**src/sv/stt_pkg.sv**
```systemverilog
// shared types and constants for the session token table
// no dependencies; used by stt_alu and session_token_table_core
package stt_pkg;

   localparam int TOKEN_W = 256;
   localparam int EXP_W   = 63;
   localparam int TTL_W   = 48;

   localparam logic [TTL_W-1:0] TTL_RESET = 48'd43200000000;
   localparam logic [EXP_W-1:0] EXP_MAX   = 63'h7FFF_FFFF_FFFF_FFFF;

   localparam logic [1:0] REQ_CREATE   = 2'd0;
   localparam logic [1:0] REQ_VALIDATE = 2'd1;
   localparam logic [1:0] REQ_DESTROY  = 2'd2;
   localparam logic [1:0] REQ_NOP      = 2'd3;

   typedef enum logic [0:0] {
      ALU_ADD,
      ALU_SUB
   } alu_op_type;

   typedef struct packed {
      alu_op_type       op;
      logic [EXP_W-1:0] a;
      logic [EXP_W-1:0] b;
   } alu_req_type;

   typedef enum logic [2:0] {
      S_IDLE,
      S_SUM,
      S_READ,
      S_EVAL,
      S_WRITE,
      S_DONE
   } state_type;

endpackage

```
**src/sv/stt_ram.sv**
```systemverilog
// generic single write port ram with registered read
// no dependencies; holds slot tokens and expiry times
module stt_ram #(
   parameter int WIDTH = 64,
   parameter int DEPTH = 8
) (
   input  logic                                 clock,
   input  logic                                 wr_en,
   input  logic [(DEPTH > 1 ? $clog2(DEPTH) : 1)-1:0] wr_addr,
   input  logic [WIDTH-1:0]                     wr_data,
   input  logic [(DEPTH > 1 ? $clog2(DEPTH) : 1)-1:0] rd_addr,
   output logic [WIDTH-1:0]                     rd_data
);

   logic [WIDTH-1:0] mem_ff [DEPTH];
   logic [WIDTH-1:0] rd_data_ff;

   always_ff @(posedge clock) begin
      if (wr_en) begin
         mem_ff[wr_addr] <= wr_data;
      end
      rd_data_ff <= mem_ff[rd_addr];
   end

   assign rd_data = rd_data_ff;

endmodule

```
**src/sv/stt_alu.sv**
```systemverilog
// shared 63-bit add and subtract unit (64-bit result with carry/borrow) for expiry sums and compares
// depends on stt_pkg
module stt_alu (
   input  stt_pkg::alu_req_type req,
   output logic [stt_pkg::EXP_W:0] res
);

   always_comb begin
      case (req.op)
         stt_pkg::ALU_ADD: res = {1'b0, req.a} + {1'b0, req.b};
         stt_pkg::ALU_SUB: res = {1'b0, req.a} - {1'b0, req.b};
         default:          res = '0;
      endcase
   end

endmodule

```
**src/sv/session_token_table_core.sv**
```systemverilog
// session token table: sequencer walking the slots through one shared add/sub unit
// depends on stt_pkg, stt_ram and stt_alu
//
//   channel   handshake               payload
//   request   start / busy            req_type, req_token_word0..3, req_now_us
//   result    rsp_strobe (one cycle)  rsp_granted, rsp_hit, rsp_slot_index,
//                                     rsp_replaced, rsp_purged_count
//   csr       csr_wr_en               csr_wr_data (ttl in microseconds)
//
// each slot visited takes a ram read state, then a compare state in the shared unit
// validate and destroy: the scan stops at the first hit or the last slot, then the strobe
// create: an expiry sum state before the scan and a ram write state after it
// unused request code: strobe on the next cycle; busy stays high until the strobe ends
// synchronous reset clears the valid bits and reloads the default ttl; results cannot be stalled
module session_token_table_core #(
   parameter int SLOTS = 8
) (
   input  logic        clock,
   input  logic        reset,
   input  logic        start,
   output logic        busy,
   input  logic [1:0]  req_type,
   input  logic [63:0] req_token_word0,
   input  logic [63:0] req_token_word1,
   input  logic [63:0] req_token_word2,
   input  logic [63:0] req_token_word3,
   input  logic [62:0] req_now_us,
   output logic        rsp_strobe,
   output logic        rsp_granted,
   output logic        rsp_hit,
   output logic [2:0]  rsp_slot_index,
   output logic        rsp_replaced,
   output logic [3:0]  rsp_purged_count,
   input  logic        csr_wr_en,
   input  logic [47:0] csr_wr_data
);

   localparam int SLOT_W = (SLOTS > 1) ? $clog2(SLOTS) : 1;
   localparam logic [SLOT_W-1:0] LAST_SLOT = SLOT_W'(SLOTS - 1);

   stt_pkg::state_type state_ff, state_in;

   logic [stt_pkg::TTL_W-1:0]   ttl_ff, ttl_in;
   logic [1:0]                  op_ff, op_in;
   logic [stt_pkg::TOKEN_W-1:0] token_ff, token_in;
   logic [stt_pkg::EXP_W-1:0]   now_ff, now_in;
   logic [stt_pkg::EXP_W-1:0]   exp_new_ff, exp_new_in;
   logic [stt_pkg::EXP_W-1:0]   min_ff, min_in;
   logic [SLOT_W-1:0]           cnt_ff, cnt_in;
   logic [SLOT_W-1:0]           target_ff, target_in;
   logic [SLOT_W-1:0]           idx_ff, idx_in;
   logic [SLOTS-1:0]            used_ff, used_in;
   logic                        granted_ff, granted_in;
   logic                        hit_ff, hit_in;
   logic                        replaced_ff, replaced_in;
   logic [3:0]                  purged_ff, purged_in;

   logic                        accept;
   logic                        ram_we;
   logic [stt_pkg::TOKEN_W-1:0] rd_token;
   logic [stt_pkg::EXP_W-1:0]   rd_exp;
   stt_pkg::alu_req_type        alu_req;
   logic [stt_pkg::EXP_W:0]     alu_res;
   logic                        borrow;
   logic                        slot_used;
   logic                        tok_match;
   logic                        last;
   logic                        hit_v;
   logic                        hit_d;

   assign accept    = (state_ff == stt_pkg::S_IDLE) && start;
   assign borrow    = alu_res[stt_pkg::EXP_W];
   assign slot_used = used_ff[cnt_ff];
   assign tok_match = (rd_token == token_ff);
   assign last      = (cnt_ff == LAST_SLOT);
   assign hit_v     = slot_used && borrow && tok_match;
   assign hit_d     = slot_used && tok_match;

   stt_ram #(
      .WIDTH (stt_pkg::TOKEN_W),
      .DEPTH (SLOTS)
   ) u_token_ram (
      .clock   (clock),
      .wr_en   (ram_we),
      .wr_addr (target_ff),
      .wr_data (token_ff),
      .rd_addr (cnt_ff),
      .rd_data (rd_token)
   );

   stt_ram #(
      .WIDTH (stt_pkg::EXP_W),
      .DEPTH (SLOTS)
   ) u_expiry_ram (
      .clock   (clock),
      .wr_en   (ram_we),
      .wr_addr (target_ff),
      .wr_data (exp_new_ff),
      .rd_addr (cnt_ff),
      .rd_data (rd_exp)
   );

   stt_alu u_alu (
      .req (alu_req),
      .res (alu_res)
   );

   // next state
   always_comb begin
      state_in = state_ff;
      case (state_ff)
         stt_pkg::S_IDLE: begin
            if (start) begin
               case (req_type)
                  stt_pkg::REQ_CREATE: state_in = stt_pkg::S_SUM;
                  stt_pkg::REQ_NOP:    state_in = stt_pkg::S_DONE;
                  default:             state_in = stt_pkg::S_READ;
               endcase
            end
         end
         stt_pkg::S_SUM:  state_in = stt_pkg::S_READ;
         stt_pkg::S_READ: state_in = stt_pkg::S_EVAL;
         stt_pkg::S_EVAL: begin
            state_in = stt_pkg::S_READ;
            case (op_ff)
               stt_pkg::REQ_CREATE: begin
                  if (!slot_used || last) begin
                     state_in = stt_pkg::S_WRITE;
                  end
               end
               stt_pkg::REQ_VALIDATE: begin
                  if (hit_v || last) begin
                     state_in = stt_pkg::S_DONE;
                  end
               end
               stt_pkg::REQ_DESTROY: begin
                  if (hit_d || last) begin
                     state_in = stt_pkg::S_DONE;
                  end
               end
               default: state_in = stt_pkg::S_DONE;
            endcase
         end
         stt_pkg::S_WRITE: state_in = stt_pkg::S_DONE;
         stt_pkg::S_DONE:  state_in = stt_pkg::S_IDLE;
         default:          state_in = stt_pkg::S_IDLE;
      endcase
   end

   // state outputs
   always_comb begin
      busy       = 1'b1;
      rsp_strobe = 1'b0;
      ram_we     = 1'b0;
      alu_req.op = stt_pkg::ALU_SUB;
      alu_req.a  = now_ff;
      alu_req.b  = rd_exp;
      case (state_ff)
         stt_pkg::S_IDLE: busy = 1'b0;
         stt_pkg::S_SUM: begin
            alu_req.op = stt_pkg::ALU_ADD;
            alu_req.b  = stt_pkg::EXP_W'(ttl_ff);
         end
         stt_pkg::S_EVAL: begin
            if (op_ff == stt_pkg::REQ_CREATE) begin
               alu_req.a = rd_exp;
               alu_req.b = min_ff;
            end
         end
         stt_pkg::S_WRITE: ram_we = 1'b1;
         stt_pkg::S_DONE:  rsp_strobe = 1'b1;
         default: ;
      endcase
   end

   // datapath next values
   always_comb begin
      ttl_in      = ttl_ff;
      op_in       = op_ff;
      token_in    = token_ff;
      now_in      = now_ff;
      exp_new_in  = exp_new_ff;
      min_in      = min_ff;
      cnt_in      = cnt_ff;
      target_in   = target_ff;
      idx_in      = idx_ff;
      used_in     = used_ff;
      granted_in  = granted_ff;
      hit_in      = hit_ff;
      replaced_in = replaced_ff;
      purged_in   = purged_ff;

      if (csr_wr_en) begin
         ttl_in = csr_wr_data;
      end

      case (state_ff)
         stt_pkg::S_IDLE: begin
            if (accept) begin
               op_in       = req_type;
               token_in    = {req_token_word3, req_token_word2,
                              req_token_word1, req_token_word0};
               now_in      = req_now_us;
               cnt_in      = '0;
               target_in   = '0;
               idx_in      = '0;
               granted_in  = 1'b0;
               hit_in      = 1'b0;
               replaced_in = 1'b0;
               purged_in   = '0;
            end
         end
         stt_pkg::S_SUM: begin
            exp_new_in = borrow ? stt_pkg::EXP_MAX : alu_res[stt_pkg::EXP_W-1:0];
         end
         stt_pkg::S_EVAL: begin
            cnt_in = cnt_ff + 1'b1;
            case (op_ff)
               stt_pkg::REQ_CREATE: begin
                  if (!slot_used) begin
                     target_in = cnt_ff;
                  end else begin
                     if ((cnt_ff == '0) || borrow) begin
                        min_in    = rd_exp;
                        target_in = cnt_ff;
                     end
                     if (last) begin
                        replaced_in = 1'b1;
                     end
                  end
               end
               stt_pkg::REQ_VALIDATE: begin
                  if (slot_used) begin
                     if (!borrow) begin
                        used_in[cnt_ff] = 1'b0;
                        purged_in       = purged_ff + 4'd1;
                     end else if (tok_match) begin
                        granted_in = 1'b1;
                        hit_in     = 1'b1;
                        idx_in     = cnt_ff;
                     end
                  end
               end
               stt_pkg::REQ_DESTROY: begin
                  if (hit_d) begin
                     used_in[cnt_ff] = 1'b0;
                     hit_in          = 1'b1;
                     idx_in          = cnt_ff;
                  end
               end
               default: ;
            endcase
         end
         stt_pkg::S_WRITE: begin
            used_in[target_ff] = 1'b1;
            hit_in             = 1'b1;
            idx_in             = target_ff;
         end
         default: ;
      endcase
   end

   always_ff @(posedge clock) begin
      if (reset) begin
         state_ff <= stt_pkg::S_IDLE;
         ttl_ff   <= stt_pkg::TTL_RESET;
         used_ff  <= '0;
      end else begin
         state_ff <= state_in;
         ttl_ff   <= ttl_in;
         used_ff  <= used_in;
      end
      op_ff       <= op_in;
      token_ff    <= token_in;
      now_ff      <= now_in;
      exp_new_ff  <= exp_new_in;
      min_ff      <= min_in;
      cnt_ff      <= cnt_in;
      target_ff   <= target_in;
      idx_ff      <= idx_in;
      granted_ff  <= granted_in;
      hit_ff      <= hit_in;
      replaced_ff <= replaced_in;
      purged_ff   <= purged_in;
   end

   assign rsp_granted      = granted_ff;
   assign rsp_hit          = hit_ff;
   assign rsp_slot_index   = 3'(idx_ff);
   assign rsp_replaced     = replaced_ff;
   assign rsp_purged_count = purged_ff;

endmodule

```
**config.mk**
```make
export PLATFORM = sky130hd
export DESIGN_NAME = session_token_table_core
export DESIGN_NICKNAME = d
export VERILOG_FILES = /design/src/sv/stt_pkg.sv /design/src/sv/stt_ram.sv /design/src/sv/stt_alu.sv /design/src/sv/session_token_table_core.sv
export SDC_FILE = /design/constraint.sdc
export NUM_CORES = 2
export LEC_CHECK = 0
export ABC_CLOCK_PERIOD_IN_PS = 17780
export BUFFER_PORTS_ARGS = -buffer_cell sky130_fd_sc_hd__buf_2
export CAP_MARGIN = 25
export CORE_ASPECT_RATIO = 2
export CORE_UTILIZATION = 45
export DETAILED_ROUTE_END_ITERATION = 10
export PLACE_DENSITY = 0.7
export SLEW_MARGIN = 15
export SYNTH_ARGS = -nofsm -noshare
export SYNTH_HDL_FRONTEND = slang
export SYNTH_HIERARCHICAL = 1
export SYNTH_SLANG_ARGS = --single-unit
```
**constraint.sdc**
```tcl
create_clock -name clock -period 17.78 [get_ports clock]
set_input_delay 5.334 -clock clock [delete_from_list [all_inputs] [get_ports clock]]
set_output_delay 5.334 -clock clock [all_outputs]
set_load 0.01 [all_outputs]
```
## Word-level counts from Yosys, hierarchy flattened

Memory sizes are Yosys's and may differ from the RTL's. A register that Yosys moved wholly into a read port is not among the register bits.
Cells that the tools add are included.

| storage, ports and cells | value |
|---|---|
| bits in writable memories | 2552 |
| output and inout bits | 12 |
| memories kept | 2 |
| word-level logic and storage cells | 139 |
| register bits | 522 |

Memory list:

| memory | words | width | rd ports | clocked after memory_dff | write ports | RTL line | text |
|---|---|---|---|---|---|---|---|
| u_token_ram.mem_ff | 8 | 256 | 1 | 1 | 1 | stt_ram.sv:15 | `logic [WIDTH-1:0] mem_ff [DEPTH];` |
| u_expiry_ram.mem_ff | 8 | 63 | 1 | 1 | 1 | stt_ram.sv:15 |  |

| operators by class | value |
|---|---|
| equal/unequal tests | 26 |
| reductions and logical operators | 27 |
| multiplexer cells | 58 |
| add/subtract/negate cells | 4 |
| bitwise gates (word level) | 3 |
| magnitude comparators | 4 |

Operators by type and width:

| cell | count |
|---|---|
| $eq 256x256->1 | 1 |
| $pmux 64 s2 | 1 |
| $mux 126 | 1 |
| $pmux 63 s2 | 1 |
| $add 63x63->64 | 1 |
| $sub 63x63->64 | 1 |
| $mux 63 | 1 |
| $mux 3 | 12 |
| $pmux 8 s2 | 2 |
| $mux 8 | 3 |
| $pmux 3 s2 | 4 |
| $mux 1 | 18 |
| $ne 3x3->1 const B | 6 |
| $pmux 3 s3 | 2 |
| $mux 4 | 4 |
| $ne 2x2->1 const B | 8 |
| $pmux 3 s5 | 1 |
| $reduce_and 5->1 | 3 |
| $eq 3x3->1 const B | 3 |
| $and 8x8->8 | 1 |
| $lt 3x4->1 const B | 2 |
| $not 8->8 | 1 |
| $or 8x8->8 | 1 |
| $pmux 4 s2 | 1 |
| other kinds (24) | 43 |

## Logic depth before layout (Yosys ltp)

| depth | value |
|---|---|
| depth in word-level cells | 11 |
| depth in mapped cells | 33 |
| gate-level depth less buffers | 30 |

## Modules after synthesis

The synthesis kept the hierarchy.

Modules (own cells, without submodules):

| module | sequential area each (um2) | area an instance (um2) | times used | cells an instance |
|---|---|---|---|---|
| stt_ram (u_token_ram) | 66623.9 | 82039.9 | 1 | 3227 |
| session_token_table_core | 15084.5 | 21494.4 | 1 | 1528 |
| stt_ram (u_expiry_ram) | 16395.7 | 20229.4 | 1 | 804 |
| stt_alu | 0.0 | 5195.0 | 1 | 772 |

## Least setup slack after synthesis

Ideal clock, no wire load.

| path | value |
|---|---|
| path kind | reg-to-reg |
| start | register state_ff[2] |
| end | memory u_token_ram/mem_ff[4][0] (netlist name) (enable) |
| setup time | 1186 ps |
| data required time | 16594 ps |
| clock period less this slack | 19371 ps |
| arrival | 18185 ps |
| cell stages (with the launch flop) | 6 |
| buffers on the path | 1 |
| setup slack | -1591 ps |
| path through | dfxtp_1 clkbuf_1 nand2_1 inv_1 nand2_1 nor3_1 |

| on the way | value |
|---|---|
| longest elaborated chain between the ends | 4 |

RTL lines:

| element | RTL line | text |
|---|---|---|
| from (decl) | session_token_table_core.sv:41 | `stt_pkg::state_type state_ff, state_in;` |
| from (signal assigned) | session_token_table_core.sv:265 | `state_ff <= stt_pkg::S_IDLE;` |
| from (signal assigned) | session_token_table_core.sv:269 | `state_ff <= state_in;` |
| $eq 3x3->1 | session_token_table_core.sv:158 | `case (state_ff)` |
| $mux 1 | session_token_table_core.sv:158 |  |
| via ram_we | session_token_table_core.sv:59 | `logic ram_we;` |
| $mux 1 | stt_ram.sv:19 | `if (wr_en) begin` |
| $mux 1 (not written as such) | stt_ram.sv:20 | `mem_ff[wr_addr] <= wr_data;` |
| to (decl) | stt_ram.sv:15 |  |

The timed path passes the listed nets, and every way through them passes these cells.

==> flow_summary.toml <==
[place]
dp_cells = 10338
place_hpwl_um = 197000
gp_congestion = 0.920
port_buffers = 384
place_ws_ns = 9.09

[global_routing]
grt_pass1_wl_um = 453000
grt_max_degree = 146
grt_pass1_vias = 64696
antenna_found_initial = 50
grt.overflow.total = 0
track_usage_pct = 21.7

[pwr]
p_leak_nw = 47.4
p_switching_w = 0.00548
pwr-share-seq_pct = 49.0
ir_drop_mv = 0.110
power_w = 0.0201
internal_power_w = 0.0146
pwr-share-clk_pct = 33.1
power.density_nw_per_um2 = 138
p_comb_share_pct = 17.9
swShare_pct = 27.3

[clock_network]
clockBufferDepth = 4
cts_buffers = 297
cts_sinks = 3393
cts-hold-fix-buffers = 0
cts-root-buf = "clkbuf_16"
clk_pin_slew_ns = 0.07
htree_levels = 5
insertion_delay_ns = 0.90
cts_tree = "done"
cts_resized = 0
cts_setup_buffers = 0

[logic_synthesis]
syn_area_per_cell_um2 = 20.4
synthFlopType = "edfxtp_1"
synth_xor_area_share_pct = 2.56
yosysUniqueCellTypes = 95
synth_area_leaders = "edfxtp_1 (70%), mux4_2 (11%), dfxtp_1 (5.9%), mux2_2 (2.8%), xnor2_1 (2.3%)"
syn_inst = 6331
muxShareOfSynthArea_pct = 14.2
synth_area_um2 = 129000
synthesis.nets = 6774
synth.largest_area_cell = "edfxtp_1"
synth_compound_area_share_pct = 2.10
ys_warn_count = 6
synth_fa_ha_area_share_pct = 0.685
ys_seq_elements = 3393
synth_top_area_share_pct = 70.2
synthMostInstantiatedCell = "edfxtp_1"
synth_top_family_by_area = "multiplexers"
yosysSeqAreaShare_pct = 76.1
synth_edf_count = 3015
synth_simple_gate_area_share_pct = 2.93
async_flop_share_pct = 0
synth_common_cells = "edfxtp_1 (3015), mux4_2 (638), dfxtp_1 (378), xnor2_1 (343), mux2_2 (315)"

[layout]
nets = 7319
syn_to_final_growth_pct = 12.9
fin_cells = 10911
layout-drive-gt1-share_pct = 29.1
fill_cells = 22383

[timing]
hold_viol_final = 0
skew_ns = 0.0783
worst_slew_pin_slew_ns = 1.08
rsz0062_at_grt = "false"
finalSetupViolations = 0
setup_tns_ns = 0
relSlewSlack_pct = 27.9
max_freq_mhz = 113
layout_min_cycle_time_ns = 8.83
finalCritPeriodShare_pct = 49.7
timing.final.ws_setup_ns = 8.95
slew_violations = 0

[drt]
remaining_drc_errors = 0
viasPerCell = 5.68
drtIter0Drc = 5333
firstDrtPassIters = 8
drt_wl_total_um = 315000
ant_nets = 0
vias = 61978
wl_per_cell_um = 28.9

[floorplanning]
die_x_um = 381
dieArea_um2 = 289000
rows = 277
die_h_um = 759
start_util_pct = 45.3
num_io_pins = 385
core_region_area_um2 = 285000

[worst_setup_path]
critPathMaxFanout = 127
start_kind = "register"
worstPathRequired_ns = 18.26
crit_type = "reg -> reg"
arrival_ns = 9.32
end_kind = "register"
worstRegToRegCells = 26

[run_status]
status = "finished clean"

[run]
maxCapViolations = 0

[worst_hold_path]
whs_path_depth = 0
hold_path_class = "reg -> reg"
==> metrics by stage <==
step	hold slack [ns]	cell area, µm²	util (%)
after floorplan	0.431	129000	-
after global routing	0.526	146000	51.1
final	0.505	146000	51.1
after detailed placement	0.484	135000	47.5
after CTS	0.495	145000	51.0
after global placement	0.475	135000	47.5
==> layout by cell type (no fill, tap or decap), types with 20 or more instances in the layout <==
cell	n
clkbuf_1	48
a21oi_1	109
mux2_2	315
mux4_2	638
clkbuf_8	34
buf_2	385
dfxtp_1	378
nor3_1	20
nand2_1	266
clkinv_1	26
nor2_1	150
or2_2	67
xnor2_1	338
o21ai_0	42
nand3_1	24
edfxtp_1	3015
mux2i_1	36
clkbuf_16	300
bufinv_16	30
clkinv_2	49
a21o_1	38
nand4_1	83
xor2_1	34
buf_4	107
nor2b_1	25
nand2b_1	20
inv_1	85
diode_2	27
a222oi_1	48
a31oi_1	30
ha_1	69
nor4_1	33
==> worst max-delay path: stages (launching register included) <==
cell and delay (ns):
dfxtp_1 0.50, nor2b_1 0.19, nand2_1 0.49, nor3_2 0.11, buf_12 0.28, a222oi_1 0.35, inv_1 0.16, nor2_1 0.17
nand2_1 0.09, nor4_1 0.67, nand2_2 0.33, nor4_4 0.82, a31oi_1 0.42, xnor2_1 0.23, ha_1 0.37, a21oi_1 0.32
o21ai_0 0.22, a21oi_1 0.30, o21ai_0 0.16, a2111oi_0 0.44, nor3_1 0.21, nand3_1 0.13, nand3_1 0.11, nor3_4 0.30
a21oi_1 0.11, nor3_2 0.12, buf_4 0.72
==> routing by layer <==
layer | global-route usage [%] | part of all wire (%) | wire length [µm]
met1 | 27.0 | 38 | 120000
met2 | 37.9 | 52 | 164000
met3 | 2.88 | 5.4 | 17100
met4 | 9.21 | 4.6 | 14500
met5 | 0 | 0.010 | 32
==> worst paths after layout <==
path / startpoint / end / slack [ns]
setup / recovery: state_ff[2] / min_ff[20] / 8.95
hold / removal: u_expiry_ram/rd_data[11] / min_ff[11] / 0.50
setup reg to reg: state_ff[2] / min_ff[20] / 8.95
hold reg to reg: u_expiry_ram/rd_data[11] / min_ff[11] / 0.50
==> registers in the layout (all words and copies together) (netlist names), 4 cells and up <==
name	cells
u_token_ram/mem_ff	2048
u_expiry_ram/mem_ff	504
ttl_ff	48
token_ff	256
min_ff	63
u_expiry_ram/rd_data	63
now_ff	63
rsp_purged_count	4
exp_new_ff	63
u_token_ram/rd_data	256
used_ff	8
==> final cells by class <==
class | count | area, µm² | share of cell area (%)
well taps | 3766 | 4710 | 3.24
multi-input cells | 2585 | 29200 | 20.1
clock buffers | 382 | 8160 | 5.60
flip-flops and latches | 3393 | 98100 | 67.4
repair buffers | 511 | 3130 | 2.15
diodes | 27 | 67.6 | 0.0464
clock inverters | 159 | 1860 | 1.28
inverters | 88 | 338 | 0.232
==> logic make-up after synthesis <==
logic type / Yosys count
compound gates: 377
xor+xnor: 377
fa+ha+maj: 70
buf+inv: 353
flops: 3393
mux: 994
simple gates: 767
==> power by group through the flow <==
stage,Combinational [W],Clock (W),Sequential (W)
2_1_floorplan,0.00243,0,0.00988
3_3_place_gp,0.00356,0,0.00998
3_5_place_dp,0.00359,0,0.0100
4_1_cts,0.00361,0.00678,0.00985
5_1_grt,0.00380,0.00707,0.00990
6_report,0.00359,0.00665,0.00984
(Power assumes the default switching activity.)
